`src/temp_scratchpad_check_decode_assert.svh`:
```
// Assertion macros for the scratchpad check and decode block.
// Used by the top level; expects clk and rst_n in scope.
`ifndef TEMP_SCRATCHPAD_CHECK_DECODE_ASSERT_SVH
`define TEMP_SCRATCHPAD_CHECK_DECODE_ASSERT_SVH

// Same-cycle implication, off during reset.
`define TSCD_ASSERT_NOW(lbl, ante, cons) \
  lbl: assert property (@(posedge clk) disable iff (!rst_n) (ante) |-> (cons)) \
    else $error("%m: same-cycle check failed");

// Next-cycle implication, off during reset.
`define TSCD_ASSERT_NEXT(lbl, ante, cons) \
  lbl: assert property (@(posedge clk) disable iff (!rst_n) (ante) |=> (cons)) \
    else $error("%m: next-cycle check failed");

`endif

```
`src/tscd_pkg.sv`:
```
// Shared types, constants and the CRC8 step for the scratchpad decoder.
// No dependencies; imported by every module of the block.
`timescale 1ns / 1ps
`default_nettype none

package tscd_pkg;

  // Frame layout.
  localparam int FRAME_BYTES = 9;
  localparam int IDX_W       = 4;
  localparam logic [IDX_W-1:0] IDX_RAW_LO = 4'd0;
  localparam logic [IDX_W-1:0] IDX_RAW_HI = 4'd1;
  localparam logic [IDX_W-1:0] IDX_TH     = 4'd2;
  localparam logic [IDX_W-1:0] IDX_TL     = 4'd3;
  localparam logic [IDX_W-1:0] IDX_CONF   = 4'd4;
  localparam logic [IDX_W-1:0] IDX_CALC   = 4'd5;
  localparam logic [IDX_W-1:0] IDX_CRC    = IDX_W'(FRAME_BYTES - 1);

  // Value widths and markers.
  localparam int TEMP_W = 19;
  localparam logic signed [TEMP_W-1:0] INVALID_MARK = -19'sd27400;
  localparam logic [7:0] CRC_POLY = 8'h8C;
  localparam logic [1:0] ERR_MAX  = 2'd3;

  typedef enum logic [1:0] {
    STATUS_OK          = 2'd0,
    STATUS_NOT_READY   = 2'd1,
    STATUS_CRC_BAD     = 2'd2,
    STATUS_IMPLAUSIBLE = 2'd3
  } status_t;

  typedef enum logic [1:0] {
    CFG_UPPER_LIMIT = 2'd0,
    CFG_LOWER_LIMIT = 2'd1,
    CFG_MAX_STEP    = 2'd2
  } cfg_idx_t;

  // One finished frame as handed from the front to the back.
  typedef struct packed {
    logic signed [TEMP_W-1:0] value;
    logic                     not_ready;
    logic                     crc_ok;
  } frame_rec_t;

  // Queue status seen by both sides.
  typedef struct packed {
    logic full;
    logic empty;
  } fifo_stat_t;

  // One byte of the reflected Dallas/Maxim CRC8, LSB first.
  function automatic logic [7:0] crc8_byte(input logic [7:0] crc_in,
                                           input logic [7:0] data);
    logic [7:0] crc;
    logic [7:0] d;
    logic       mix;
    crc = crc_in;
    d   = data;
    for (int i = 0; i < 8; i++) begin
      mix = crc[0] ^ d[0];
      crc = crc >> 1;
      if (mix) begin
        crc = crc ^ CRC_POLY;
      end
      d = d >> 1;
    end
    return crc;
  endfunction

endpackage

`default_nettype wire

```
`src/tscd_fifo.sv`:
```
// Two-entry queue of frame records between the front and the back.
// Depends on tscd_pkg for the record and status types.
`timescale 1ns / 1ps
`default_nettype none

module tscd_fifo
  import tscd_pkg::*;
(
  input  wire logic       clk,
  input  wire logic       rst_n,
  input  wire logic       push,
  input  wire frame_rec_t push_rec,
  input  wire logic       pop,
  output frame_rec_t      head_rec,
  output fifo_stat_t      stat
);

  frame_rec_t  mem_r [2];
  logic        wr_ptr_r, wr_ptr_nxt;
  logic        rd_ptr_r, rd_ptr_nxt;
  logic [1:0]  count_r, count_nxt;

  // Pointer and fill count update.
  always_comb begin
    wr_ptr_nxt = push ? ~wr_ptr_r : wr_ptr_r;
    rd_ptr_nxt = pop  ? ~rd_ptr_r : rd_ptr_r;
    count_nxt  = count_r + 2'(push) - 2'(pop);
  end

  always_ff @(posedge clk) begin
    if (!rst_n) begin
      wr_ptr_r <= 1'b0;
      rd_ptr_r <= 1'b0;
      count_r  <= 2'd0;
    end else begin
      wr_ptr_r <= wr_ptr_nxt;
      rd_ptr_r <= rd_ptr_nxt;
      count_r  <= count_nxt;
    end
  end

  // Entry storage needs no reset.
  always_ff @(posedge clk) begin
    if (push) begin
      mem_r[wr_ptr_r] <= push_rec;
    end
  end

  assign head_rec   = mem_r[rd_ptr_r];
  assign stat.full  = count_r[1];
  assign stat.empty = (count_r == 2'd0);

endmodule

`default_nettype wire

```
`src/tscd_front.sv`:
```
// Front part: takes scratchpad bytes, runs the CRC, collects the raw
// fields and pushes one frame record per frame. Depends on tscd_pkg.
`timescale 1ns / 1ps
`default_nettype none

module tscd_front
  import tscd_pkg::*;
(
  input  wire logic       clk,
  input  wire logic       rst_n,
  input  wire logic       accept,
  input  wire logic [7:0] data_byte,
  input  wire logic       frame_start,
  output logic            push,
  output frame_rec_t      push_rec
);

  logic [IDX_W-1:0]         idx_r, idx_nxt;
  logic [7:0]               crc_r, crc_nxt;
  logic                     nr_r, nr_nxt;
  logic [7:0]               lo_r, hi_r;
  logic [1:0]               res_r;
  logic signed [TEMP_W-1:0] value_r;

  logic [IDX_W-1:0]         eff_idx;
  logic [7:0]               crc_base;
  logic                     nr_base;
  logic [15:0]              u_masked;
  logic signed [20:0]       prod;
  logic signed [20:0]       prod_adj;

  // A frame start forces byte 0; byte 0 restarts the CRC and the not-ready flag.
  always_comb begin
    eff_idx  = frame_start ? IDX_RAW_LO : idx_r;
    crc_base = (eff_idx == IDX_RAW_LO) ? 8'h00 : crc_r;
    nr_base  = (eff_idx == IDX_RAW_LO) ? 1'b0 : nr_r;
  end

  // Byte counter, CRC and not-ready tracking.
  always_comb begin
    idx_nxt = idx_r;
    crc_nxt = crc_r;
    nr_nxt  = nr_r;
    push    = 1'b0;
    if (accept) begin
      if (eff_idx == IDX_CRC) begin
        idx_nxt = IDX_RAW_LO;
        push    = 1'b1;
      end else begin
        idx_nxt = eff_idx + 4'd1;
        crc_nxt = crc8_byte(crc_base, data_byte);
        nr_nxt  = nr_base |
                  (((eff_idx == IDX_TH) || (eff_idx == IDX_TL)) && (data_byte != 8'h00));
      end
    end
  end

  always_ff @(posedge clk) begin
    if (!rst_n) begin
      idx_r <= IDX_RAW_LO;
      crc_r <= 8'h00;
      nr_r  <= 1'b0;
    end else begin
      idx_r <= idx_nxt;
      crc_r <= crc_nxt;
      nr_r  <= nr_nxt;
    end
  end

  // Resolution mask on the raw reading.
  always_comb begin
    case (res_r)
      2'd0:    u_masked = {hi_r, lo_r} & 16'hFFF8;
      2'd1:    u_masked = {hi_r, lo_r} & 16'hFFFC;
      2'd2:    u_masked = {hi_r, lo_r} & 16'hFFFE;
      default: u_masked = {hi_r, lo_r};
    endcase
  end

  // raw*100/16 is raw*25/4; round toward zero by biasing negatives before the shift.
  always_comb begin
    prod     = $signed({{5{u_masked[15]}}, u_masked}) * 21'sd25;
    prod_adj = prod + (prod[20] ? 21'sd3 : 21'sd0);
  end

  // Raw fields are taken at their byte; the decode runs on byte 5 once they are all in.
  always_ff @(posedge clk) begin
    if (accept) begin
      if (eff_idx == IDX_RAW_LO) begin
        lo_r <= data_byte;
      end
      if (eff_idx == IDX_RAW_HI) begin
        hi_r <= data_byte;
      end
      if (eff_idx == IDX_CONF) begin
        res_r <= data_byte[6:5];
      end
      if (eff_idx == IDX_CALC) begin
        value_r <= TEMP_W'(prod_adj >>> 2);
      end
    end
  end

  assign push_rec.value     = value_r;
  assign push_rec.not_ready = nr_r;
  assign push_rec.crc_ok    = (crc_r == data_byte);

endmodule

`default_nettype wire

```
`src/tscd_back.sv`:
```
// Back part: judges each frame record against the limits and history,
// keeps the error counter and the output register. Depends on tscd_pkg.
`timescale 1ns / 1ps
`default_nettype none

module tscd_back
  import tscd_pkg::*;
(
  input  wire logic              clk,
  input  wire logic              rst_n,
  input  wire logic              cfg_we,
  input  wire logic [1:0]        cfg_index,
  input  wire logic [TEMP_W-1:0] cfg_data,
  input  wire logic              rec_valid,
  input  wire frame_rec_t        rec,
  output logic                   pop,
  output logic                   out_valid,
  input  wire logic              out_ready,
  output logic [1:0]             out_status,
  output logic [TEMP_W-1:0]      out_temp,
  output logic [1:0]             out_level
);

  logic signed [TEMP_W-1:0] upper_r, lower_r;
  logic [TEMP_W-1:0]        step_r;
  logic signed [TEMP_W-1:0] prev_r, prev_nxt;
  logic [1:0]               cnt_r, cnt_nxt;
  logic                     out_valid_r, out_valid_nxt;
  logic [1:0]               out_status_r;
  logic [TEMP_W-1:0]        out_temp_r;
  logic [1:0]               out_level_r;

  logic signed [20:0]       diff;
  logic signed [20:0]       step_s;
  logic                     up_bad, lo_bad, step_bad;
  status_t                  status;

  // Limit registers.
  always_ff @(posedge clk) begin
    if (!rst_n) begin
      upper_r <= '0;
      lower_r <= '0;
      step_r  <= '0;
    end else if (cfg_we) begin
      case (cfg_index)
        CFG_UPPER_LIMIT: upper_r <= $signed(cfg_data);
        CFG_LOWER_LIMIT: lower_r <= $signed(cfg_data);
        CFG_MAX_STEP:    step_r  <= cfg_data;
        default:         ;
      endcase
    end
  end

  // A record moves on when the output register is empty or being emptied.
  assign pop = rec_valid && (!out_valid_r || out_ready);

  // Plausibility checks.
  always_comb begin
    diff     = 21'(rec.value) - 21'(prev_r);
    step_s   = $signed({2'b00, step_r});
    up_bad   = (upper_r != '0) && (rec.value > upper_r);
    lo_bad   = (lower_r != '0) && (rec.value < lower_r);
    step_bad = (step_r != '0) && (prev_r > INVALID_MARK) &&
               ((diff > step_s) || (-diff > step_s));
  end

  // Status precedence: not ready, then CRC, then implausible.
  always_comb begin
    if (rec.not_ready) begin
      status = STATUS_NOT_READY;
    end else if (!rec.crc_ok) begin
      status = STATUS_CRC_BAD;
    end else if (up_bad || lo_bad || step_bad) begin
      status = STATUS_IMPLAUSIBLE;
    end else begin
      status = STATUS_OK;
    end
  end

  // Saturating error counter and kept value.
  always_comb begin
    cnt_nxt  = cnt_r;
    prev_nxt = prev_r;
    if (pop) begin
      if (status != STATUS_OK) begin
        cnt_nxt = (cnt_r == ERR_MAX) ? ERR_MAX : cnt_r + 2'd1;
      end else begin
        cnt_nxt = (cnt_r == 2'd0) ? 2'd0 : cnt_r - 2'd1;
      end
      prev_nxt = (cnt_nxt != 2'd0) ? INVALID_MARK : rec.value;
    end
  end

  always_comb begin
    if (pop) begin
      out_valid_nxt = 1'b1;
    end else if (out_ready) begin
      out_valid_nxt = 1'b0;
    end else begin
      out_valid_nxt = out_valid_r;
    end
  end

  always_ff @(posedge clk) begin
    if (!rst_n) begin
      cnt_r       <= 2'd0;
      prev_r      <= INVALID_MARK;
      out_valid_r <= 1'b0;
    end else begin
      cnt_r       <= cnt_nxt;
      prev_r      <= prev_nxt;
      out_valid_r <= out_valid_nxt;
    end
  end

  // Output payload register.
  always_ff @(posedge clk) begin
    if (pop) begin
      out_status_r <= status;
      out_temp_r   <= prev_nxt;
      out_level_r  <= cnt_nxt;
    end
  end

  assign out_valid  = out_valid_r;
  assign out_status = out_status_r;
  assign out_temp   = out_temp_r;
  assign out_level  = out_level_r;

endmodule

`default_nettype wire

```
`src/temp_scratchpad_check_decode.sv`:
```
// Top level of the scratchpad check and decode block.
// Depends on tscd_pkg, tscd_front, tscd_fifo, tscd_back and the assert header.
`timescale 1ns / 1ps
`default_nettype none
`include "temp_scratchpad_check_decode_assert.svh"

// Takes one scratchpad byte per clock while the queue is not full, byte 0
// first (tuser marks byte 0), checks the CRC8 over bytes 0 to 7 against
// byte 8 and, for each ninth byte, delivers one word with the status, the
// temperature in hundredths of a degree and the error level. When the
// output register is free, out_tvalid rises at the clock edge after the one
// that takes the CRC byte. Two finished frames can wait in the queue
// between the byte front and the judging back, so bytes keep flowing while
// a result is held by the sink; tready drops only when both queue slots are
// taken. Limit writes are accepted in every cycle and should be done while
// no frame is in flight.
module temp_scratchpad_check_decode
  import tscd_pkg::*;
(
  input  wire logic        clk,
  input  wire logic        rst_n,
  // Byte stream in.
  input  wire logic        in_tvalid,
  output logic             in_tready,
  input  wire logic [7:0]  in_tdata,   // [7:0] data_byte
  input  wire logic        in_tuser,   // [0] frame_start
  // Result stream out.
  output logic             out_tvalid,
  input  wire logic        out_tready,
  output logic [23:0]      out_tdata,  // [1:0] status, [20:2] temperature_centi,
                                       // [22:21] error_level, [23] zero
  // Limit writes.
  input  wire logic        cfg_valid,
  output logic             cfg_ready,
  input  wire logic [1:0]  cfg_index,
  input  wire logic [18:0] cfg_data
);

  logic              in_accept;
  logic              push;
  logic              pop;
  frame_rec_t        push_rec;
  frame_rec_t        head_rec;
  fifo_stat_t        q_stat;
  logic [1:0]        out_status;
  logic [TEMP_W-1:0] out_temp;
  logic [1:0]        out_level;

  assign in_tready = !q_stat.full;
  assign in_accept = in_tvalid && in_tready;
  assign cfg_ready = 1'b1;

  tscd_front u_front (
    .clk         (clk),
    .rst_n       (rst_n),
    .accept      (in_accept),
    .data_byte   (in_tdata),
    .frame_start (in_tuser),
    .push        (push),
    .push_rec    (push_rec)
  );

  tscd_fifo u_fifo (
    .clk      (clk),
    .rst_n    (rst_n),
    .push     (push),
    .push_rec (push_rec),
    .pop      (pop),
    .head_rec (head_rec),
    .stat     (q_stat)
  );

  tscd_back u_back (
    .clk        (clk),
    .rst_n      (rst_n),
    .cfg_we     (cfg_valid && cfg_ready),
    .cfg_index  (cfg_index),
    .cfg_data   (cfg_data),
    .rec_valid  (!q_stat.empty),
    .rec        (head_rec),
    .pop        (pop),
    .out_valid  (out_tvalid),
    .out_ready  (out_tready),
    .out_status (out_status),
    .out_temp   (out_temp),
    .out_level  (out_level)
  );

  // Pack the result word.
  assign out_tdata = {1'b0, out_level, out_temp, out_status};

  // Any pending error level forces the marker value.
  `TSCD_ASSERT_NOW(a_marker_on_error, out_tvalid && (out_level != 2'd0),
                   $signed(out_temp) == INVALID_MARK)
  // A failed frame always leaves a nonzero error level.
  `TSCD_ASSERT_NOW(a_level_on_fail, out_tvalid && (out_status != STATUS_OK),
                   out_level != 2'd0)
  // The queue is never full and empty at once.
  `TSCD_ASSERT_NOW(a_queue_sane, 1'b1, !(q_stat.full && q_stat.empty))
  // A frame record is never taken from an empty queue.
  `TSCD_ASSERT_NOW(a_no_pop_empty, pop, !q_stat.empty)

endmodule

`default_nettype wire

```
`config.mk`:
```
export PLATFORM = sky130hd
export DESIGN_NAME = temp_scratchpad_check_decode
export DESIGN_NICKNAME = d
export VERILOG_FILES = /design/src/tscd_pkg.sv /design/src/tscd_fifo.sv /design/src/tscd_front.sv /design/src/tscd_back.sv /design/src/temp_scratchpad_check_decode.sv
export VERILOG_INCLUDE_DIRS = /design/src /design/src/src
export SDC_FILE = /design/constraint.sdc
export NUM_CORES = 1
export LEC_CHECK = 0
export BUFFER_PORTS_ARGS = -buffer_cell sky130_fd_sc_hd__buf_2
export CAP_MARGIN = 20
export CORE_MARGIN = 1
export CORE_UTILIZATION = 30
export CTS_BUF_LIST = sky130_fd_sc_hd__clkbuf_4 sky130_fd_sc_hd__clkbuf_8
export DETAILED_ROUTE_END_ITERATION = 10
export HOLD_SLACK_MARGIN = 0.08
export PLACE_DENSITY = 0.47
export SETUP_SLACK_MARGIN = 0.02
export SYNTH_ARGS = -nofsm -noshare
export SYNTH_HDL_FRONTEND = slang
export SYNTH_SLANG_ARGS = --single-unit
```
`constraint.sdc`:
```
create_clock -name clk -period 7.8 [get_ports clk]
set_input_delay 0.78 -clock clk [delete_from_list [all_inputs] [get_ports clk]]
set_output_delay 0.78 -clock clk [all_outputs]
set_load 0.03 [all_outputs]
```
* After elaboration in Yosys (flattened, before gate mapping) *
Memories as Yosys holds them, arrays and structs flattened. A register that Yosys moved wholly into a read port is not among the register bits.
Index checks and enable logic that the tools add are counted.

word-level totals
  register bits after elaboration = 156
  latch bits = 0
  memory bits (writable) = 42
  bits in read-only memories = 0
  bits of input ports = 35
  output and inout port bits = 27
  logic and storage cells = 147
  memories = 1

cells by class
  $add $sub $neg = 8
  multiply operators = 1
  div/mod/pow operators = 0
  $lt $le $gt $ge = 5
  equal/unequal tests = 12
  shift operators = 0
  mux-type cells = 46
  bitwise gates (word level) = 20
  reductions and logical operators = 35

memory list
  name          depth  width  rd ports  clocked after Yosys merged registers in  write ports  RTL line         text
  u_fifo.mem_r  2      21     1         1                                        1            tscd_fifo.sv:18  frame_rec_t mem_r [2];

operators by type and width
  kind                   number
  $mux 8                 23
  $reduce_bool 19->1     3
  $gt 21x20->1           2
  $mux 19                2
  $not 2->3              8
  $add 21x21->21         1
  $mul 16x6->21 const B  1
  $neg 21->21            1
  $sub 19x19->20         1
  $gt 19x16->1 const B   1
  $gt 19x19->1           1
  $lt 19x19->1           1
  $mux 2                 9
  $reduce_and 2->1       8
  $mux 1                 9
  $pmux 3 s3             1
  $eq 4x2->1 const B     2
  $eq 4x3->1 const B     2
  $eq 8x8->1             1
  $logic_not 2->1        4
  $mux 4                 2
  $reduce_bool 8->1      1
  $xor 1x1->1            8
  $logic_and 1x1->1      7
  15 further kinds       28

* Depth between registers and ports, before layout *
Gate-level depths: netlist (run 1).

  depth in word-level cells = 33
  depth in mapped cells = 26
  mapped depth without buffers = 23

* Hierarchy *
A second synthesis (run 1) with hierarchy kept.

unflattened totals
  cells, all modules = 1,400
  area, all modules = 13,341.5 um^2

modules (own cells, without submodules)
  module                        times used  cells an instance  area each (um^2)  sequential area each (um^2)
  tscd_back                     1           887                7,389.6           2,272.2
  tscd_front                    1           420                4,166.5           1,371.3
  tscd_fifo                     1           86                 1,749.2           1,361.3
  temp_scratchpad_check_decode  1           7                  36.3              0.0

* Least setup slack after synthesis (run 1) *
OpenSTA, ideal clock, no wires.

  path type = register -> register
  from = register (tool-made name)
  to = register u_back.out_temp_r[10], in the netlist u_back.out_temp[10] (data pin)
  library setup time = 0.263 ns
  data arrival time = 5.255 ns
  required time = 7.537 ns
  path slack = 2.282 ns
  stages on the path, launching flop included = 24
  path buffers = 4
  period minus slack after synthesis = 5.518 ns
  path through = dfxtp_1 buf_1 clkbuf_1 mux2i_1 inv_1 ha_1 buf_2 a21oi_1 o211a_1 or4_1 nand2_1 xor2_1 ha_1 nand2_1 o21ai_0 o21ai_0 nand2b_1 a221o_1 a21o_1 o41ai_2 a21oi_4 buf_2 o32ai_1 inv_1

RTL lines
  item                    RTL line          text
  end signal: assignment  tscd_back.sv:120  out_temp_r <= prev_nxt;
  end: declaration        tscd_back.sv:30   logic [TEMP_W-1:0] out_temp_r;

==> flow_metrics.env, run 1 <==
export IMPL_largest_stage_delay_on_the_critical_path_ps=540
export IMPL_timing_critical_path_slowest_stage_cell="sky130_fd_sc_hd__mux2i_1"
export IMPL_dieArea_um2=44360
export IMPL_routabilityCongestion=0.8568
export IMPL_type_of_the_setup_path_with_the_least_slack="reg2reg"
export IMPL_postCtsSetupRepairBufs=0
export IMPL_min_path_type="reg2reg"
export IMPL_grt_overflow=0
export IMPL_setup_violations_final=0
export IMPL_wl_per_cell_um=16.86
export IMPL_crit_path_end_kind="flip-flop"
export IMPL_clock_tree_buffer_depth=2
export IMPL_cts_tree="yes"
export IMPL_postCtsResizedCells=0
export IMPL_antenna_found_initial=0
export IMPL_power_leakage_nw=5.566
export IMPL_grt_first_pass_wirelength_mm=54.48
export IMPL_async_reset_ff_share_pct=0
export IMPL_dominantRegCellSynth="sky130_fd_sc_hd__edfxtp_1"
export IMPL_critical_path_top_delay_family="compound AO/OA/AOI/OAI gates"
export IMPL_syn_instance_count=1416
export IMPL_synth_warning_count=0
export IMPL_finalWirelength_mm=34.70
export IMPL_sequential_cell_area_um2=5005
export IMPL_post_syn_area_per_cell_um2=9.221
export IMPL_fillerInstances=4520
export IMPL_path_cells="mux2i_1, ha_1, inv_1, fa_1, a211oi_1, o21ai_1, a41oi_2, o21bai_1, xor2_1, ha_1, a21oi_1, o21ai_0, o21ai_0, nand2b_1, a221o_1, a21o_1, o41ai_2, a21oi_4, o32ai_1, inv_1"
export IMPL_drv_max_cap_violation_count=0
export IMPL_finalHoldViolCount=0
export IMPL_largest_cells_by_area_after_synthesis="sky130_fd_sc_hd__edfxtp_1 23%, sky130_fd_sc_hd__dfxtp_1 15%, sky130_fd_sc_hd__ha_1 14%"
export IMPL_detailedRoute_firstPassIterationCount=5
export IMPL_via_count_of_the_first_global_routing_pass=9710
export IMPL_startpoint_type="flip-flop"
export IMPL_finalCritPeriodShare_pct=77.55
export IMPL_synth_largest_area_cell="sky130_fd_sc_hd__edfxtp_1"
export IMPL_placementRows=76
export IMPL_clk_transition_reported_paths_ps=120
export IMPL_vdd_ir_drop_max_mv=0.1530
export IMPL_die_x_um=210.6
export IMPL_n_antenna_cell=0
export IMPL_drive_above_1_share_pct=8.893
export IMPL_drt_iter0_markers=558
export IMPL_clk_insertion_delay_late_ps=500
export IMPL_remaining_drc_errors=0
export IMPL_multi_input_area_um2=7214
export IMPL_core_footprint_um2=42980
export IMPL_timing_worst_slew_pin_value_ps=1048
export IMPL_setup_repair_after_global_routing_missed_its_margin="false"
export IMPL_initial_utilization_pct=30.38
export IMPL_synthesis_area_um2=13060
export IMPL_fin_nets=1659
export IMPL_groute_usage_overall_pct=16.07
export IMPL_pin_count=62
export IMPL_htree_num_levels=4
export IMPL_path_max_fanout=25
export IMPL_number_of_vias_in_the_routed_layout=9996
export IMPL_port_buffers=59
export IMPL_synth_seq_cells=199
export IMPL_synth_net_count=1615
export IMPL_critical_path_cell_count=20
export IMPL_post_route_util_pct=33.48
export IMPL_slew_headroom_pct=30.15
export IMPL_postCtsHoldBufs=0
export IMPL_post_drt_via_cell_ratio=4.857
export IMPL_floorplan_die_height_um=210.6
export IMPL_crit_path_end="u_back.out_temp[4]$_DFFE_PP_"
export IMPL_r2r_slack_ps=1750
export IMPL_worst_endpoint_arrival_ps=6310
export IMPL_seq_area_frac_synth_pct=38.33
export IMPL_tritoncts_num_sinks=199
export IMPL_ff2ff_path_depth=20
export IMPL_layout_area_overhead_vs_synth_pct=10.23
export IMPL_powerDensity_nw_per_um2=320.5
export IMPL_maxSlewViolCount=0
export IMPL_tritoncts_num_buffers=17
export IMPL_crit_buf_inv=2
export IMPL_clock_root_buffer="sky130_fd_sc_hd__clkbuf_8"
export IMPL_grt_max_degree=74
export IMPL_finalCriticalPeriod_ps=6049
export IMPL_dp_hpwl_mm=27.39
export IMPL_required_ps=8060
export IMPL_outcome="finished, final reports clean"
export IMPL_antenna_violating_nets_post_route=0
export IMPL_r2r_end="u_back.out_temp[4]$_DFFE_PP_"
export IMPL_synth_distinct_cells=78
export IMPL_area_share_of_the_largest_cell_type_after_synthesis_pct=23.46
export IMPL_totalNegativeSetupSlack_ps=0
export IMPL_final_setup_skew_ps=15.57
export IMPL_timing_fmax_ghz=0.1653
export IMPL_synth_edff_count=102
export IMPL_timing_hold_worst_start="u_front.value_r[12]$_DFFE_PP_"
[logic make-up after synthesis]
| family | after synthesis | synth area share, % |
|---|---|---|
| simple gates | 433 | 15.99 |
| compound gates | 276 | 13.90 |
| buf+inv | 218 | 6.469 |
| flops | 199 | 38.33 |
| fa+ha+maj | 164 | 16.58 |
| xor+xnor | 99 | 6.641 |
| mux | 25 | 2.032 |
| other cells | 2 | 0.05752 |
[cell usage after synthesis, types with 12 or more instances]
master and n:
sky130_fd_sc_hd__dfxtp_1 97, sky130_fd_sc_hd__nor2_1 66, sky130_fd_sc_hd__nand4_1 23, sky130_fd_sc_hd__nand3_1 20
sky130_fd_sc_hd__fa_1 15, sky130_fd_sc_hd__xnor2_1 64, sky130_fd_sc_hd__a211oi_1 17, sky130_fd_sc_hd__o32ai_1 16
sky130_fd_sc_hd__nor4_1 22, sky130_fd_sc_hd__and2_1 16, sky130_fd_sc_hd__edfxtp_1 102, sky130_fd_sc_hd__nor3_1 28
sky130_fd_sc_hd__o21a_1 12, sky130_fd_sc_hd__nand2b_1 12, sky130_fd_sc_hd__a21oi_1 111, sky130_fd_sc_hd__nor2b_1 14
sky130_fd_sc_hd__mux2i_1 13, sky130_fd_sc_hd__clkbuf_1 30, sky130_fd_sc_hd__inv_1 175, sky130_fd_sc_hd__ha_1 149
sky130_fd_sc_hd__mux2_2 12, sky130_fd_sc_hd__xor2_1 35, sky130_fd_sc_hd__o21ai_0 40, sky130_fd_sc_hd__a21o_1 14
sky130_fd_sc_hd__nand2_1 189
[final cells by class]
| cell class | count | share of cell area, % |
|---|---|---|
| Multi-Input combinational cell | 999 | 50.13 |
| Clock buffer | 18 | 1.678 |
| Sequential cell | 199 | 34.78 |
| Clock inverter | 14 | 1.235 |
| Inverter | 176 | 4.591 |
| Tap cell | 585 | 5.086 |
| Timing Repair Buffer | 67 | 2.504 |
[through the flow]
| stage | std cells | area, um^2 | hold WS (ps) | total power, mW | worst slack (ps) |
|---|---|---|---|---|---|
| final | 2058 | 14390 | 448.0 | 4.613 | 1751 |
| after global routing | 2058 | 14390 | 451.9 | 5.002 | 1364 |
| after CTS | 2058 | 14390 | 452.3 | 4.652 | 1747 |
| after detailed placement | 2026 | 13970 | 431.5 | 3.938 | 1775 |
| after global placement | 2024 | 13950 | 426.0 | 3.913 | 1848 |
| after floorplan | 1416 | 13060 | 421.5 | 3.283 | 2282 |
[per-layer routing]
layer	global-route usage [%]	vias to the layer above	share of wire (%)
li1	-	5031	-
met1	20.26	4759	45
met2	28.13	178	49
met3	2.483	28	3.4
met4	4.798	0	1.7
met5	0	-	0
[state kept, by name, indices dropped and copies added (netlist names), named ones only]
name,cells
u_front.idx_r,4
u_front.res_r,2
u_back.out_level,2
u_back.upper_r,19
u_fifo.wr_ptr_r,1
u_back.out_status,2
u_back.out_valid,1
u_front.hi_r,8
u_front.nr_r,1
u_back.cnt_r,2
u_front.lo_r,8
u_front.value_r,19
u_fifo.rd_ptr_r,1
u_fifo.mem_r,42
u_back.step_r,19
u_back.out_temp,19
u_fifo.count_r,2
u_back.lower_r,19
u_front.crc_r,8
u_back.prev_r,19
[report_power, final]
group | internal, mW | switching (mW)
Combinational | 0.970 | 1.59
Sequential | 1.27 | 0.0924
Clock | 0.251 | 0.445
Total | 2.49 | 2.12
[worst min-delay path by stage]
stage,end,slack (ps),depth (start not counted)
floorplan,u_fifo.mem_r[0][10]$_DFFE_PP_,420,0
global placement,u_fifo.mem_r[0][16]$_DFFE_PP_,430,0
detailed placement,u_fifo.mem_r[1][5]$_DFFE_PP_,430,0
CTS,u_fifo.mem_r[1][14]$_DFFE_PP_,450,0
global route,u_fifo.mem_r[1][14]$_DFFE_PP_,450,0
finish,u_fifo.mem_r[1][14]$_DFFE_PP_,450,0
[cells in the final DEF (no fill, tap or decap), types with 9 or more instances in the layout]
cell	n
sky130_fd_sc_hd__a21oi_1	111
sky130_fd_sc_hd__o21ai_0	40
sky130_fd_sc_hd__nor3_1	28
sky130_fd_sc_hd__and3_1	9
sky130_fd_sc_hd__xor2_1	35
sky130_fd_sc_hd__a211oi_1	17
sky130_fd_sc_hd__nor4_1	22
sky130_fd_sc_hd__mux2_2	12
sky130_fd_sc_hd__nor2b_1	14
sky130_fd_sc_hd__inv_1	174
sky130_fd_sc_hd__mux2i_1	13
sky130_fd_sc_hd__fa_1	15
sky130_fd_sc_hd__nand2b_1	12
sky130_fd_sc_hd__dfxtp_1	97
sky130_fd_sc_hd__xnor2_1	64
sky130_fd_sc_hd__and2_1	16
sky130_fd_sc_hd__buf_2	60
sky130_fd_sc_hd__a21o_1	14
sky130_fd_sc_hd__edfxtp_1	102
sky130_fd_sc_hd__nand3_1	20
sky130_fd_sc_hd__nand2_1	189
sky130_fd_sc_hd__o211ai_1	10
sky130_fd_sc_hd__clkbuf_8	17
sky130_fd_sc_hd__o32ai_1	16
sky130_fd_sc_hd__nand4_1	23
sky130_fd_sc_hd__ha_1	149
sky130_fd_sc_hd__nor2_1	65
sky130_fd_sc_hd__o21a_1	12
Note: power is estimated with default switching activity, not from simulation.
==> inputs of run 2 (changes only) <==
- clock period: 7.8 -> 5.8 ns (I/O delays scaled with it)
==> run 2 against run 1 <==
Compared with the run above:
- wire length rose by 2.3%
- clock power up 31%
- fmax is 8.6% higher
==> flow_metrics.env, run 2 (same netlist as run 1, synthesis figures left out) <==
export IMPL_vdd_ir_drop_max_mv=0.1719
export IMPL_remaining_drc_errors=0
export IMPL_crit_buf_inv=3
export IMPL_finalCriticalPeriod_ps=5570
export IMPL_largest_stage_delay_on_the_critical_path_ps=530
export IMPL_largest_register_ffs=42
export IMPL_tritoncts_num_buffers=17
export IMPL_antenna_found_initial=0
export IMPL_grt_overflow=0
export IMPL_dp_hpwl_mm=27.79
export IMPL_final_setup_skew_ps=22.44
export IMPL_groute_usage_overall_pct=16.08
export IMPL_top_register="u_fifo.mem_r"
export IMPL_n_antenna_cell=0
export IMPL_powerDensity_nw_per_um2=441.4
export IMPL_core_footprint_um2=42980
export IMPL_setup_repair_after_global_routing_missed_its_margin="false"
export IMPL_crit_path_end_kind="flip-flop"
export IMPL_port_buffers=59
export IMPL_power_net_switching_mw=2.955
export IMPL_drv_max_cap_violation_count=0
export IMPL_placementRows=76
export IMPL_timing_fmax_ghz=0.1795
export IMPL_wl_per_cell_um=17.09
export IMPL_most_common_cell_after_layout_fill_and_taps_aside="sky130_fd_sc_hd__nand2_1"
export IMPL_timing_critical_path_slowest_stage_cell="sky130_fd_sc_hd__or3_1"
export IMPL_post_route_util_pct=34.09
export IMPL_grt_max_degree=75
export IMPL_required_ps=6040
export IMPL_clock_tree_buffer_depth=2
export IMPL_maxSlewViolCount=0
export IMPL_critical_path_top_delay_family="compound AO/OA/AOI/OAI gates"
export IMPL_share_comb_of_total_power_pct=57.8
export IMPL_drt_iter0_markers=648
export IMPL_clkPwrFrac_pct=14.1
export IMPL_finalWirelength_mm=35.49
export IMPL_slew_headroom_pct=30.35
export IMPL_path_max_fanout=18
export IMPL_startpoint_type="flip-flop"
export IMPL_final_hold_worst_slack_ps=346.1
export IMPL_power_leakage_nw=5.688
export IMPL_setup_violations_final=0
export IMPL_finalHoldViolCount=0
export IMPL_grt_first_pass_wirelength_mm=55.19
export IMPL_finalCritPeriodShare_pct=96.04
export IMPL_internal_power_summed_over_all_cells_mw=3.511
export IMPL_routabilityCongestion=0.9002
export IMPL_layout_area_overhead_vs_synth_pct=12.21
export IMPL_detailedRoute_firstPassIterationCount=5
export IMPL_floorplan_die_height_um=210.6
export IMPL_type_of_the_setup_path_with_the_least_slack="reg2reg"
export IMPL_clk_insertion_delay_late_ps=500
export IMPL_proportion_of_total_power_due_to_net_switching_pct=45.70
export IMPL_cts_tree="yes"
export IMPL_min_path_type="in2reg"
export IMPL_tritoncts_num_sinks=199
export IMPL_number_of_vias_in_the_routed_layout=10060
export IMPL_path_cells="buf_12, mux2_2, ha_1, and2_1, nor2_1, a211oi_2, mux2i_1, o211ai_1, or3_1, nor2_1, nand2_1, xor2_1, ha_1, a211oi_1, o211ai_1, a21oi_4, buf_4, a21oi_2, o32ai_1, inv_1"
export IMPL_drive_above_1_share_pct=11.53
export IMPL_outcome="finished, final reports clean"
export IMPL_timing_worst_slew_pin_value_ps=1045
export IMPL_pin_count=62
export IMPL_fin_nets=1678
export IMPL_via_count_of_the_first_global_routing_pass=9809
export IMPL_dieArea_um2=44360
export IMPL_die_x_um=210.6
export IMPL_clk_transition_reported_paths_ps=110
export IMPL_postCtsHoldBufs=0
export IMPL_antenna_violating_nets_post_route=0
export IMPL_worst_endpoint_arrival_ps=5810
export IMPL_clock_root_buffer="sky130_fd_sc_hd__clkbuf_8"
export IMPL_final_cell_mix="189 x sky130_fd_sc_hd__nand2_1, 174 x sky130_fd_sc_hd__inv_1, 148 x sky130_fd_sc_hd__ha_1"
export IMPL_share_seq_of_total_power_pct=28.1
export IMPL_htree_num_levels=4
export IMPL_initial_utilization_pct=30.38
export IMPL_fillerInstances=4544
export IMPL_post_drt_via_cell_ratio=4.842
-- run 2: cell types whose count changed in the layout (fill, tap and decap cells not counted), sizes merged --
cell | previous run | this run
clkinv | 8 | 5
clkbuf | 18 | 19
a21oi | 112 | 114
bufinv | 0 | 1
inv | 182 | 183
buf | 67 | 84
-- run 2: worst paths after layout --
kind                            slack [ps]                           from  cells after the start                        endpoint
worst max-delay path                   230                      flip-flop                     20   u_back.out_temp[17]$_DFFE_PP_
worst min-delay path                   350                    cfg_data[7]                      3  u_back.upper_r[7]$_SDFFE_PN0P_
worst max register to register         230                      flip-flop                     20   u_back.out_temp[17]$_DFFE_PP_
worst min register to register         450  u_front.value_r[10]$_DFFE_PP_                      0   u_fifo.mem_r[1][12]$_DFFE_PP_
-- run 2: routing by layer --
layer	vias up	track usage, %	part of all wire, %
li1	5071	-	-
met1	4761	20.83	46
met2	193	27.90	48
met3	32	2.364	3.5
met4	0	4.073	1.8
met5	-	0	0
-- run 2: layout make-up --
type / instances / area [um^2] / area share (%)
multi-input cells: 1001 / 7357 / 50.22
flip-flops and latches: 199 / 5006 / 34.17
well taps: 585 / 732.0 / 4.996
inverters: 176 / 660.6 / 4.509
repair buffers: 84 / 503.0 / 3.433
clock buffers: 19 / 249.0 / 1.700
clock inverters: 13 / 142.6 / 0.9736
-- run 2: tightest hold or removal path, delay by kind of cell --
family | cells | cell delay, ps
AND/OR/NAND/NOR | 1 | 50
AO/OA/AOI/OAI | 1 | 50
buffers and inverters | 1 | 120
-- run 2: power by group through the flow --
| stage | clock [mW] | sequential [mW] | combinational, mW |
|---|---|---|---|
| global placement | 0 | 1.86 | 3.50 |
| detailed placement | 0 | 1.85 | 3.52 |
| floorplan | 0 | 1.93 | 2.48 |
| CTS | 0.951 | 1.82 | 3.55 |
| global route | 1.00 | 1.84 | 4.16 |
| finish | 0.911 | 1.82 | 3.74 |
-- run 2: per-stage QoR --
stage	setup slack [ps]	area, um^2	std cells	total power, mW	setup TNS, ps
after floorplan	282.0	13060	1416	4.415	0
after global placement	-32.92	14070	2038	5.353	-54.73
after detailed placement	-101.0	14080	2039	5.375	-274.4
after CTS	31.57	14480	2071	6.323	0
after global routing	11.31	14650	2077	6.995	0
final	229.6	14650	2077	6.466	0
-- run 2: repair_timing --
action | 4_1_cts | 5_1_grt
pin swaps | 0 | 4
gates resized for setup | 2 | 29
endpoints found under the hold margin | 0 | 0
endpoints found under the setup margin | 3 | 49
buffers inserted | 0 | 4
gates cloned | 0 | 2
==> inputs of run 3 (changes only) <==
- MAX_ROUTING_LAYER: default -> met4
- PLACE_DENSITY: 0.47 -> default
- PLACE_DENSITY_LB_ADDON: default -> 0.08
==> run 3 against run 2 <==
Compared with the run above:
- flip-flop and latch count did not move
- first-iteration DRC count fell by 21%
- combinational power rose by 3%
- die area did not move
- fmax rose by 2.3%
- clock power rose by 2.7%
- via count fell by 0.24%
- worst hold slack barely moved
- setup slack improved by 130 ps
- cell count rose by 2.0%
- non-clock buffer count rose by 42
==> flow_metrics.env, run 3 (same netlist as run 1, synthesis figures left out) <==
export IMPL_clock_root_buffer="sky130_fd_sc_hd__clkbuf_8"
export IMPL_fin_nets=1719
export IMPL_n_antenna_cell=0
export IMPL_pin_count=62
export IMPL_placementRows=76
export IMPL_vdd_ir_drop_max_mv=0.1691
export IMPL_finalHoldViolCount=0
export IMPL_clock_tree_buffer_depth=2
export IMPL_drv_max_cap_violation_count=0
export IMPL_antenna_violating_nets_post_route=0
export IMPL_die_x_um=210.6
export IMPL_largest_register_ffs=42
export IMPL_required_ps=6050
export IMPL_drt_iter0_markers=514
export IMPL_grt_first_pass_wirelength_mm=56.63
export IMPL_clk_insertion_delay_late_ps=500
export IMPL_post_layout_total_power_mw=6.602
export IMPL_powerDensity_nw_per_um2=441.9
export IMPL_final_cell_mix="189 x sky130_fd_sc_hd__nand2_1, 174 x sky130_fd_sc_hd__inv_1, 149 x sky130_fd_sc_hd__ha_1"
export IMPL_postCtsHoldBufs=0
export IMPL_most_common_cell_after_layout_fill_and_taps_aside="sky130_fd_sc_hd__nand2_1"
export IMPL_place_worst_setup_slack_ps=-68.74
export IMPL_floorplan_die_height_um=210.6
export IMPL_grt_max_degree=78
export IMPL_power_leakage_nw=5.882
export IMPL_number_of_vias_in_the_routed_layout=10030
export IMPL_crit_path_end_kind="flip-flop"
export IMPL_tritoncts_num_buffers=17
export IMPL_timing_worst_slew_pin_value_ps=994.8
export IMPL_outcome="finished, final reports clean"
export IMPL_layout_area_overhead_vs_synth_pct=14.41
export IMPL_type_of_the_setup_path_with_the_least_slack="reg2reg"
export IMPL_worst_endpoint_arrival_ps=5690
export IMPL_setup_violations_final=0
export IMPL_drive_above_1_share_pct=13.31
export IMPL_maxSlewViolCount=0
export IMPL_dp_hpwl_mm=29.34
export IMPL_finalCriticalPeriod_ps=5443
export IMPL_remaining_drc_errors=0
export IMPL_startpoint_type="flip-flop"
export IMPL_groute_usage_overall_pct=17.28
export IMPL_finalCritPeriodShare_pct=93.84
export IMPL_grt_overflow=0
export IMPL_top_register="u_fifo.mem_r"
export IMPL_via_count_of_the_first_global_routing_pass=10080
export IMPL_clk_transition_reported_paths_ps=110
export IMPL_routabilityCongestion=0.8619
export IMPL_port_buffers=59
export IMPL_fillerInstances=4576
export IMPL_post_drt_via_cell_ratio=4.737
export IMPL_min_path_type="in2reg"
export IMPL_finalWirelength_mm=36.51
export IMPL_setup_slack_ps=357.0
export IMPL_htree_num_levels=4
export IMPL_core_footprint_um2=42980
export IMPL_timing_fmax_ghz=0.1837
export IMPL_dieArea_um2=44360
export IMPL_detailedRoute_firstPassIterationCount=6
export IMPL_initial_utilization_pct=30.38
export IMPL_tritoncts_num_sinks=199
export IMPL_slew_headroom_pct=33.07
export IMPL_cts_tree="yes"
export IMPL_wl_per_cell_um=17.24
export IMPL_final_setup_skew_ps=16.39
export IMPL_path_max_fanout=7
export IMPL_antenna_found_initial=0
==> run 3: cell types whose count changed in the layout (fill, tap and decap cells not counted), moves of 2 or more <==
| cell | delta |
|---|---|
| sky130_fd_sc_hd__clkinv_4 | +3 |
| sky130_fd_sc_hd__nor2_1 | +2 |
| sky130_fd_sc_hd__nor2_2 | -2 |
| sky130_fd_sc_hd__clkbuf_4 | -2 |
| sky130_fd_sc_hd__o21ai_1 | +2 |
| sky130_fd_sc_hd__xor2_1 | -2 |
| sky130_fd_sc_hd__xor2_2 | +2 |
| sky130_fd_sc_hd__a2111oi_1 | -2 |
| sky130_fd_sc_hd__buf_4 | +42 |
| sky130_fd_sc_hd__a2111oi_0 | +3 |
| sky130_fd_sc_hd__mux2i_1 | +2 |
| sky130_fd_sc_hd__mux2i_2 | -2 |
==> run 3: path summary, 6_finish.rpt <==
check                                    endpoint                         start  depth (start not counted)  slack (ps)
setup / recovery    u_front.value_r[18]$_DFFE_PP_    u_front.res_r[1]$_DFFE_PP_                         23         360
setup reg to reg    u_front.value_r[18]$_DFFE_PP_    u_front.res_r[1]$_DFFE_PP_                         23         360
hold reg to reg      u_fifo.mem_r[1][7]$_DFFE_PP_  u_front.value_r[5]$_DFFE_PP_                          0         450
hold / removal    u_back.lower_r[14]$_SDFFE_PN0P_                  cfg_data[14]                          3         350
==> run 3: area by class of cell <==
| class | instances | area, um^2 | area share [%] |
|---|---|---|---|
| inverters | 176 | 660.6 | 4.422 |
| multi-input cells | 1000 | 7306 | 48.91 |
| repair buffers | 126 | 830.8 | 5.562 |
| well taps | 585 | 732.0 | 4.900 |
| flip-flops and latches | 199 | 5006 | 33.51 |
| clock inverters | 15 | 168.9 | 1.131 |
| clock buffers | 17 | 234.0 | 1.566 |
==> run 3: routing by layer <==
| layer | vias up | share of wire, % | GRT usage, % | wire length [um] |
|---|---|---|---|---|
| met5 | - | 0 | - | 0 |
| met4 | 0 | 1.9 | 5.047 | 693 |
| met3 | 32 | 2.9 | 2.869 | 1064 |
| met2 | 119 | 48 | 28.47 | 17470 |
| met1 | 4732 | 47 | 21.73 | 17290 |
| li1 | 5150 | - | - | - |
==> run 3: worst max-delay path, cell delays in order (launching register included) <==
cell and delay [ps]:
sky130_fd_sc_hd__edfxtp_1 430, sky130_fd_sc_hd__o21a_1 320, sky130_fd_sc_hd__ha_1 330, sky130_fd_sc_hd__inv_1 50
sky130_fd_sc_hd__fa_1 500, sky130_fd_sc_hd__inv_1 40, sky130_fd_sc_hd__ha_1 310, sky130_fd_sc_hd__ha_1 290
sky130_fd_sc_hd__a21o_1 120, sky130_fd_sc_hd__a21oi_2 70, sky130_fd_sc_hd__o21ai_1 300, sky130_fd_sc_hd__a21boi_2 130
sky130_fd_sc_hd__a21oi_2 250, sky130_fd_sc_hd__mux2i_1 210, sky130_fd_sc_hd__nor2_1 90, sky130_fd_sc_hd__ha_1 290
sky130_fd_sc_hd__nand2_1 60, sky130_fd_sc_hd__nor3b_1 190, sky130_fd_sc_hd__mux2i_1 130, sky130_fd_sc_hd__a21o_1 230
sky130_fd_sc_hd__and4b_1 320, sky130_fd_sc_hd__nand3_1 200, sky130_fd_sc_hd__nor4_2 220, sky130_fd_sc_hd__xor2_1 100
==> run 3: timing repair <==
item                                    in CTS  in global routing
buffers inserted                             0                  2
endpoints found under the setup margin       3                 46
cloned                                       0                  1
resized for setup                            2                 18
pin swaps                                    0                  3
==> run 3: where the power goes <==
group	switching, mW	internal, mW
logic	2.30	1.57
clock network	0.543	0.392
registers	0.0974	1.70
total	2.94	3.66
==> run 3: through the flow <==
step                instance area, um^2  utilization, %  setup TNS (ps)  hold slack, ps  instances
floorplan                         13060               -               0           421.5       1416
global placement                  14400           33.50          -19.16           423.9       2082
detailed placement                14400           33.50          -171.2           430.6       2082
CTS                               14800           34.44               0           284.1       2114
global route                      14940           34.75         -0.3411           311.8       2118
finish                            14940           34.75               0           346.3       2118
